### config.mk
export PLATFORM = sky130hd
export DESIGN_NAME = primality_tester_core
export DESIGN_NICKNAME = d
export VERILOG_FILES = /design/src/rtl/prt_pkg.sv /design/src/rtl/primality_tester_core.sv /design/src/rtl/prt_mulmod.sv
export SDC_FILE = /design/constraint.sdc
export NUM_CORES = 2
export LEC_CHECK = 0
export BUFFER_PORTS_ARGS = -buffer_cell sky130_fd_sc_hd__buf_4
export CELL_PAD_IN_SITES_DETAIL_PLACEMENT = 0
export CELL_PAD_IN_SITES_GLOBAL_PLACEMENT = 1
export CORE_MARGIN = 10
export CORE_UTILIZATION = 40
export DETAILED_ROUTE_END_ITERATION = 7
export PLACE_DENSITY = 0.69
export SLEW_MARGIN = 20
export SYNTH_ARGS = -nofsm -noshare
export SYNTH_HDL_FRONTEND = slang
export SYNTH_SLANG_ARGS = --single-unit
export TNS_END_PERCENT = 20
### constraint.sdc
create_clock -name clock -period 7.76 [get_ports clock]
set_input_delay 0.388 -clock clock [delete_from_list [all_inputs] [get_ports clock]]
set_output_delay 0.388 -clock clock [all_outputs]
set_load 0.01 [all_outputs]
### src/rtl/prt_pkg.sv
// ----------------------------------------------------------------------------
// prt_pkg
// Shared types and constants of the primality tester: sequencer states and
// the fixed Miller-Rabin base table.
// ----------------------------------------------------------------------------
package prt_pkg;

   // number of fixed bases and width of the widest one
   localparam int NUM_BASES = 7;
   localparam int BASE_W    = 31;
   localparam int IDX_W     = $clog2(NUM_BASES);

   // deterministic base set for candidates below 2^64
   localparam logic [BASE_W-1:0] MR_BASES [NUM_BASES] = '{
      31'd2, 31'd325, 31'd9375, 31'd28178, 31'd450775, 31'd9780504,
      31'd1795265022
   };

   // sequencer states
   typedef enum logic [3:0] {
      ST_IDLE,
      ST_CHECK,
      ST_STRIP,
      ST_BASE_START,
      ST_BASE_WAIT,
      ST_POW_CHECK,
      ST_POW_MUL_WAIT,
      ST_POW_SQR_WAIT,
      ST_EVAL,
      ST_SQ_CHECK,
      ST_SQ_WAIT,
      ST_NEXT_BASE,
      ST_FINISH
   } prt_state_type;

endpackage

### src/rtl/primality_tester_core.sv
// ----------------------------------------------------------------------------
// primality_tester_core
// Deterministic Miller-Rabin test of one candidate per word, sequenced over a
// shared serial modular multiplier.
// ----------------------------------------------------------------------------
// Run time: values below 3 and even values settle without the multiplier;
//   otherwise it grows with the number of modular multiplications and the bits
//   of their y operands, consumed by the one-bit-per-cycle modular multiplier.
// Throughput: one candidate at a time; the next word is taken once the
//   verdict sits in the output register.
// Reset: synchronous, clears the sequencer and the result valid flag.
// ----------------------------------------------------------------------------
module primality_tester_core #(
   parameter int WIDTH = 63
) (
   input  logic                          clock,
   input  logic                          reset,
   input  logic                          req_tvalid,
   output logic                          req_tready,
   input  logic [((WIDTH+7)/8)*8-1:0]    req_tdata,   // [WIDTH-1:0] candidate
   output logic                          rsp_tvalid,
   input  logic                          rsp_tready,
   output logic [7:0]                    rsp_tdata    // [0] is_prime
);

   localparam int YW = (WIDTH > prt_pkg::BASE_W) ? WIDTH : prt_pkg::BASE_W;
   localparam int SW = $clog2(WIDTH + 1);

   prt_pkg::prt_state_type state_ff, state_in;

   logic [WIDTH-1:0]          n_ff, n_in;
   logic [WIDTH-1:0]          nm1_ff, nm1_in;
   logic [WIDTH-1:0]          d_ff, d_in;
   logic [WIDTH-1:0]          ex_ff, ex_in;
   logic [WIDTH-1:0]          acc_ff, acc_in;
   logic [WIDTH-1:0]          base_ff, base_in;
   logic [SW-1:0]             s_ff, s_in;
   logic [SW-1:0]             k_ff, k_in;
   logic [prt_pkg::IDX_W-1:0] idx_ff, idx_in;
   logic                      verdict_ff, verdict_in;
   logic                      rsp_valid_ff, rsp_valid_in;
   logic                      rsp_prime_ff, rsp_prime_in;

   logic             mm_start;
   logic [WIDTH-1:0] mm_x;
   logic [YW-1:0]    mm_y;
   logic             mm_done;
   logic [WIDTH-1:0] mm_product;
   logic             out_free;

   prt_mulmod #(
      .WIDTH (WIDTH),
      .YW    (YW)
   ) u_mulmod (
      .clock   (clock),
      .reset   (reset),
      .start   (mm_start),
      .op_x    (mm_x),
      .op_y    (mm_y),
      .modulus (n_ff),
      .done    (mm_done),
      .product (mm_product)
   );

   assign out_free   = !rsp_valid_ff || rsp_tready;
   assign req_tready = (state_ff == prt_pkg::ST_IDLE);
   assign rsp_tvalid = rsp_valid_ff;
   assign rsp_tdata  = {7'd0, rsp_prime_ff};

   // next state
   always_comb begin
      state_in = state_ff;
      case (state_ff)
         prt_pkg::ST_IDLE: begin
            if (req_tvalid) state_in = prt_pkg::ST_CHECK;
         end
         prt_pkg::ST_CHECK: begin
            if (n_ff < WIDTH'(3) || !n_ff[0]) state_in = prt_pkg::ST_FINISH;
            else state_in = prt_pkg::ST_STRIP;
         end
         prt_pkg::ST_STRIP: begin
            if (d_ff[0]) state_in = prt_pkg::ST_BASE_START;
         end
         prt_pkg::ST_BASE_START: state_in = prt_pkg::ST_BASE_WAIT;
         prt_pkg::ST_BASE_WAIT: begin
            if (mm_done) begin
               if (mm_product == '0) state_in = prt_pkg::ST_NEXT_BASE;
               else state_in = prt_pkg::ST_POW_CHECK;
            end
         end
         prt_pkg::ST_POW_CHECK: begin
            if (ex_ff == '0) state_in = prt_pkg::ST_EVAL;
            else if (ex_ff[0]) state_in = prt_pkg::ST_POW_MUL_WAIT;
            else state_in = prt_pkg::ST_POW_SQR_WAIT;
         end
         prt_pkg::ST_POW_MUL_WAIT: begin
            if (mm_done) state_in = prt_pkg::ST_POW_SQR_WAIT;
         end
         prt_pkg::ST_POW_SQR_WAIT: begin
            if (mm_done) state_in = prt_pkg::ST_POW_CHECK;
         end
         prt_pkg::ST_EVAL: begin
            if (acc_ff == WIDTH'(1) || acc_ff == nm1_ff) state_in = prt_pkg::ST_NEXT_BASE;
            else state_in = prt_pkg::ST_SQ_CHECK;
         end
         prt_pkg::ST_SQ_CHECK: begin
            if (k_ff < s_ff) state_in = prt_pkg::ST_SQ_WAIT;
            else state_in = prt_pkg::ST_FINISH;
         end
         prt_pkg::ST_SQ_WAIT: begin
            if (mm_done) begin
               if (mm_product == nm1_ff) state_in = prt_pkg::ST_NEXT_BASE;
               else state_in = prt_pkg::ST_SQ_CHECK;
            end
         end
         prt_pkg::ST_NEXT_BASE: begin
            if (idx_ff == prt_pkg::IDX_W'(prt_pkg::NUM_BASES - 1)) begin
               state_in = prt_pkg::ST_FINISH;
            end else begin
               state_in = prt_pkg::ST_BASE_START;
            end
         end
         prt_pkg::ST_FINISH: begin
            if (out_free) state_in = prt_pkg::ST_IDLE;
         end
         default: state_in = prt_pkg::ST_IDLE;
      endcase
   end

   // datapath loads and multiplier requests
   always_comb begin
      n_in         = n_ff;
      nm1_in       = nm1_ff;
      d_in         = d_ff;
      ex_in        = ex_ff;
      acc_in       = acc_ff;
      base_in      = base_ff;
      s_in         = s_ff;
      k_in         = k_ff;
      idx_in       = idx_ff;
      verdict_in   = verdict_ff;
      rsp_valid_in = rsp_valid_ff && !rsp_tready;
      rsp_prime_in = rsp_prime_ff;
      mm_start     = 1'b0;
      mm_x         = acc_ff;
      mm_y         = YW'(acc_ff);
      case (state_ff)
         prt_pkg::ST_IDLE: begin
            n_in = req_tdata[WIDTH-1:0];
         end
         // small and even values settle at once
         prt_pkg::ST_CHECK: begin
            verdict_in = (n_ff == WIDTH'(2));
            nm1_in     = n_ff - WIDTH'(1);
            d_in       = n_ff - WIDTH'(1);
            s_in       = '0;
            idx_in     = '0;
         end
         // strip factors of two from n-1
         prt_pkg::ST_STRIP: begin
            if (!d_ff[0]) begin
               d_in = d_ff >> 1;
               s_in = s_ff + SW'(1);
            end
         end
         // reduce the base: 1 * base mod n
         prt_pkg::ST_BASE_START: begin
            mm_start = 1'b1;
            mm_x     = WIDTH'(1);
            mm_y     = YW'(prt_pkg::MR_BASES[idx_ff]);
         end
         prt_pkg::ST_BASE_WAIT: begin
            if (mm_done) begin
               base_in = mm_product;
               acc_in  = WIDTH'(1);
               ex_in   = d_ff;
            end
         end
         // square-and-multiply over the exponent, low bit first
         prt_pkg::ST_POW_CHECK: begin
            if (ex_ff != '0) begin
               mm_start = 1'b1;
               if (ex_ff[0]) begin
                  mm_x = acc_ff;
                  mm_y = YW'(base_ff);
               end else begin
                  mm_x = base_ff;
                  mm_y = YW'(base_ff);
               end
            end
         end
         prt_pkg::ST_POW_MUL_WAIT: begin
            if (mm_done) begin
               acc_in   = mm_product;
               mm_start = 1'b1;
               mm_x     = base_ff;
               mm_y     = YW'(base_ff);
            end
         end
         prt_pkg::ST_POW_SQR_WAIT: begin
            if (mm_done) begin
               base_in = mm_product;
               ex_in   = ex_ff >> 1;
            end
         end
         prt_pkg::ST_EVAL: begin
            k_in = SW'(1);
         end
         // repeated squaring looking for n-1
         prt_pkg::ST_SQ_CHECK: begin
            if (k_ff < s_ff) begin
               mm_start = 1'b1;
               mm_x     = acc_ff;
               mm_y     = YW'(acc_ff);
            end else begin
               verdict_in = 1'b0;
            end
         end
         prt_pkg::ST_SQ_WAIT: begin
            if (mm_done) begin
               acc_in = mm_product;
               k_in   = k_ff + SW'(1);
            end
         end
         prt_pkg::ST_NEXT_BASE: begin
            if (idx_ff == prt_pkg::IDX_W'(prt_pkg::NUM_BASES - 1)) begin
               verdict_in = 1'b1;
            end else begin
               idx_in = idx_ff + prt_pkg::IDX_W'(1);
            end
         end
         // hand the verdict to the output register once it is free
         prt_pkg::ST_FINISH: begin
            if (out_free) begin
               rsp_valid_in = 1'b1;
               rsp_prime_in = verdict_ff;
            end
         end
         default: begin
         end
      endcase
   end

   always_ff @(posedge clock) begin
      if (reset) begin
         state_ff     <= prt_pkg::ST_IDLE;
         rsp_valid_ff <= 1'b0;
      end else begin
         state_ff     <= state_in;
         rsp_valid_ff <= rsp_valid_in;
      end
      n_ff         <= n_in;
      nm1_ff       <= nm1_in;
      d_ff         <= d_in;
      ex_ff        <= ex_in;
      acc_ff       <= acc_in;
      base_ff      <= base_in;
      s_ff         <= s_in;
      k_ff         <= k_in;
      idx_ff       <= idx_in;
      verdict_ff   <= verdict_in;
      rsp_prime_ff <= rsp_prime_in;
   end

endmodule

### src/rtl/prt_mulmod.sv
// ----------------------------------------------------------------------------
// prt_mulmod
// Shift-and-add modular multiplier: one bit of the y operand per cycle, with
// the accumulate and the doubling both taken modulo m on widened sums.
// ----------------------------------------------------------------------------
module prt_mulmod #(
   parameter int WIDTH = 63,
   parameter int YW    = 63
) (
   input  logic             clock,
   input  logic             reset,
   input  logic             start,
   input  logic [WIDTH-1:0] op_x,
   input  logic [YW-1:0]    op_y,
   input  logic [WIDTH-1:0] modulus,
   output logic             done,
   output logic [WIDTH-1:0] product
);

   logic             busy_ff, busy_in;
   logic [WIDTH-1:0] acc_ff, acc_in;
   logic [WIDTH-1:0] x_ff, x_in;
   logic [YW-1:0]    y_ff, y_in;

   // (a + b) mod m for a, b < m, one bit wider so the sum cannot wrap
   function automatic logic [WIDTH-1:0] add_mod(input logic [WIDTH-1:0] a,
                                                input logic [WIDTH-1:0] b,
                                                input logic [WIDTH-1:0] m);
      logic [WIDTH:0] s;
      s = {1'b0, a} + {1'b0, b};
      if (s >= {1'b0, m}) begin
         s = s - {1'b0, m};
      end
      return s[WIDTH-1:0];
   endfunction

   // finished once every bit of y has been consumed
   assign done    = busy_ff && (y_ff == '0);
   assign product = acc_ff;

   // one add-double step per cycle
   always_comb begin
      busy_in = busy_ff;
      acc_in  = acc_ff;
      x_in    = x_ff;
      y_in    = y_ff;
      if (start) begin
         busy_in = 1'b1;
         acc_in  = '0;
         x_in    = op_x;
         y_in    = op_y;
      end else if (busy_ff) begin
         if (y_ff == '0) begin
            busy_in = 1'b0;
         end else begin
            if (y_ff[0]) begin
               acc_in = add_mod(acc_ff, x_ff, modulus);
            end
            x_in = add_mod(x_ff, x_ff, modulus);
            y_in = y_ff >> 1;
         end
      end
   end

   always_ff @(posedge clock) begin
      if (reset) begin
         busy_ff <= 1'b0;
      end else begin
         busy_ff <= busy_in;
      end
      acc_ff <= acc_in;
      x_ff   <= x_in;
      y_ff   <= y_in;
   end

endmodule
==> results.md <==
- Post-Route WL: 161 mm
- Largest family of logic cells by synthesized area: compound AO/OA/AOI/OAI gates
- # rows: 115
- TritonCTS buffer count: 73
- Post-synthesis compound-gate area fraction: 18.2%
- CORE AREA: 98300 um^2
- Ys async rst share: 0%
- CTS resizes: 0
- # Post-CTS Setup Buffers: 0
- Crit Path Category: flip-flop to flip-flop
- FF-to-FF setup slack: 0.51 ns
- Max cap viols: 0
- # IOs: 78
- Mean post-synth cell area: 9.57 um^2
- RR Startpoint: u_mulmod.product[2]
- Synth Area in Simple Gates: 17.0%
- Max Fclk: 138 MHz
- Largest net degree at the start of global routing: 71
- # fillers: 9618
- Tcrit/Tclk final: 93.4%
- Drt drc: 0
- Syn Inst Count: 4129
- WP data arrival: 7.76 ns
- Layout Cells excl Fill: 5557
- Die X: 334 um
- CP max stage cell: o31ai_1
- Initial Utilization: 40.2%
- Worst Hold Launch: rsp_tready
- Cell family contributing the most delay on the critical path: compound AO/OA/AOI/OAI gates
- Layout cell share with drive strength beyond 1: 9.45%
- Worst EP required: 8.27 ns
- Worst-path clk slew: 0.06 ns
- CP endpoint: u_mulmod.product[14]
- Gr usage total: 27.9%
- Slew margin rel.: 18.9%
- Final setup viols: 0
- Most frequent cells in the layout: 521 x edfxtp_1, 402 x a21oi_1, 361 x nand2_1
- DR WL met2: 72.7 mm
- Chip height: 334 um
- Crit path from: u_mulmod.product[2]
- Sink Count: 590
- Synth cell types: 100
- Synth Area in Adders: 6.74%
- # placed instances: 5356
- Register-to-Register Path Depth: 23
- HP Class: input port to flip-flop
- Hpwl dp: 126 mm
- Hold buffers post-CTS: 64
- Highest metal used: met5
- Final count of hold timing violations: 0
- CP max stage delay: 0.73 ns
- Via count: 34224
- Crit-path cells: ha_1 > o21ai_0 > o21ai_0 > a21boi_1 > o31ai_1 > nand3_1 > nand3_1 > a31oi_1 > o31ai_1 > xor2_1 > ha_1 > a21o_1 > nor3_1 > buf_4 > o211ai_1 > and4bb_2 > o21ai_1 > a31oi_4 > buf_12 > buf_4 > nor2_1 > a211oi_1 > nor3_1
- Port bufs: 69
- Multi-input gate area: 21200 um^2
- Post-synthesis mux area share: 3.25%
- Number of routed nets with antenna violations: 0
- DR vias/cell: 6.16
- Crit Path Max Fanout: 41
- Status: finished clean
- CP bufs+invs: 3
- Hold depth: 3
- Final Wtd Congestion: 1.01
- Initial DRC count: 3795
- WL met3: 11.5 mm
- CP startpoint kind: flip-flop
- Skew-Pair Late Insertion Delay: 0.67 ns
- Most used DFF post-synth: edfxtp_1
- Sequential fraction of the synthesis area: 43.1%
- Area grow syn2layout: 13.2%
- Max Buffers Root-to-Sink: 3
- First-pass GRT wire length: 231 mm
- Post-Syn Area: 39500 um^2
- CTS tree: yes
- Most common cell after layout, fill and taps aside: edfxtp_1
- Synth Warn #: 0
- Clock root buffer: clkbuf_16
- Worst Skew: 0.0336 ns
- RSZ-0062 raised after global routing: no
- Final Slew Violations: 0
- First-pass iteration count of the detailed router: 6
- Initial antenna violation count: 4
- Number of synthesized flops with an enable pin: 521
- Met1 WL: 67.1 mm
- H-tree Lvls: 3
- Fin nets: 4487
- Final TNS setup: 0 ns
- Vias in the first global route: 33007
- Worst-margin pin slew: 1.21 ns
- Fin crit period: 7.25 ns
- Cell depth of the worst setup path: 23
- Register Area: 17000 um^2
- Crit. End Element: flip-flop
- Seq cells post-synth: 590
- DR WL/cell: 29.0 um
- Synth Area in XOR/XNOR: 8.09%
- Die area: 112000 um^2
- GRT overflow: 0
- Worst reg2reg endpoint: u_mulmod.product[14]
==> worst min-delay path: cells and delay by family <==
kind | cells | cell delay (ns)
compound gates | 1 | 0.07
simple gates | 1 | 0.12
buf+inv | 1 | 0.08
==> worst min-delay path by stage <==
stage	endpoint	slack [ns]
2_1_floorplan	rsp_prime_ff	0.40
3_3_place_gp	rsp_prime_ff	0.41
3_5_place_dp	rsp_prime_ff	0.42
4_1_cts	rsp_tvalid	0.02
5_1_grt	rsp_tvalid	0.07
6_report	rsp_tvalid	0.06
==> layer usage <==
metal  vias to the layer above  track usage [%]
li1                      15576                -
met1                     16920             36.2
met2                      1398             44.2
met3                       324             4.67
met4                         6             15.1
met5                         -                0
==> state kept, by name, indices dropped and copies added (netlist names) <==
signal and count:
acc_ff 63, base_ff 63, d_ff 63, ex_ff 63
idx_ff 3, k_ff 6, n_ff 63, nm1_ff 63
rsp_prime_ff 1, rsp_tvalid 1, s_ff 6, state_ff 4
u_mulmod.busy_ff 1, u_mulmod.product 63, u_mulmod.x_ff 63, u_mulmod.y_ff 63
verdict_ff 1
==> cells in the mapped netlist (all sizes together), types with 41 or more instances <==
cell    count  area share (%)
edfxtp    521              40
a21oi     403             5.1
nand2     363             3.4
nor2      320             3.0
o21ai     237             3.0
xnor2     227             5.0
ha        208             6.6
clkbuf    165             1.6
xor2      138             3.1
inv       132             1.3
nand4     116             1.9
nor4      101             1.7
a21o       95             1.8
nor3       94             1.2
nor2b      91             1.4
a221oi     76             1.7
nand3      76            0.96
dfxtp      69             3.5
mux2       66             1.9
a211oi     62             1.2
buf        59            0.83
mux2i      54             1.4
a31oi      49            0.83
nand3b     47            0.89
o21bai     43            0.82
nand2b     41            0.65
==> cell families (layout without fill, tap and decap cells) <==
kind of cell	after synthesis	count (layout)
flip-flops	590	590
other	1	11
multiplexers	120	120
adder cells (fa/ha/maj)	211	211
AO/OA/AOI/OAI	1132	1132
buffers and inverters	357	488
AND/OR/NAND/NOR	1353	1353
XOR/XNOR	365	365
==> cell type report <==
| type | count | share of cell area, % |
|---|---|---|
| timing repair buffer | 222 | 4.19 |
| inverter | 133 | 1.12 |
| antenna | 4 | 0.0224 |
| clock buffer | 78 | 4.17 |
| sequential | 590 | 38.1 |
| tap | 1287 | 3.60 |
| clock inverter | 55 | 1.47 |
| multi-input combinational | 3188 | 47.4 |
==> metrics by stage <==
step                      setup WS, ns  utilization, %  hold WS [ns]  instance area, um^2
after detailed placement         0.747            42.3         0.416                41600
final                            0.509            45.5        0.0568                44700
after CTS                        0.701            45.5        0.0195                44700
after global placement           0.830            42.3         0.407                41600
after floorplan                   1.13               -         0.400                39500
after global routing             0.206            45.5        0.0689                44700
Power is left out: the tool's default activity adds up to more than one toggle a clock period on the data nets, which glitch-free logic cannot reach.
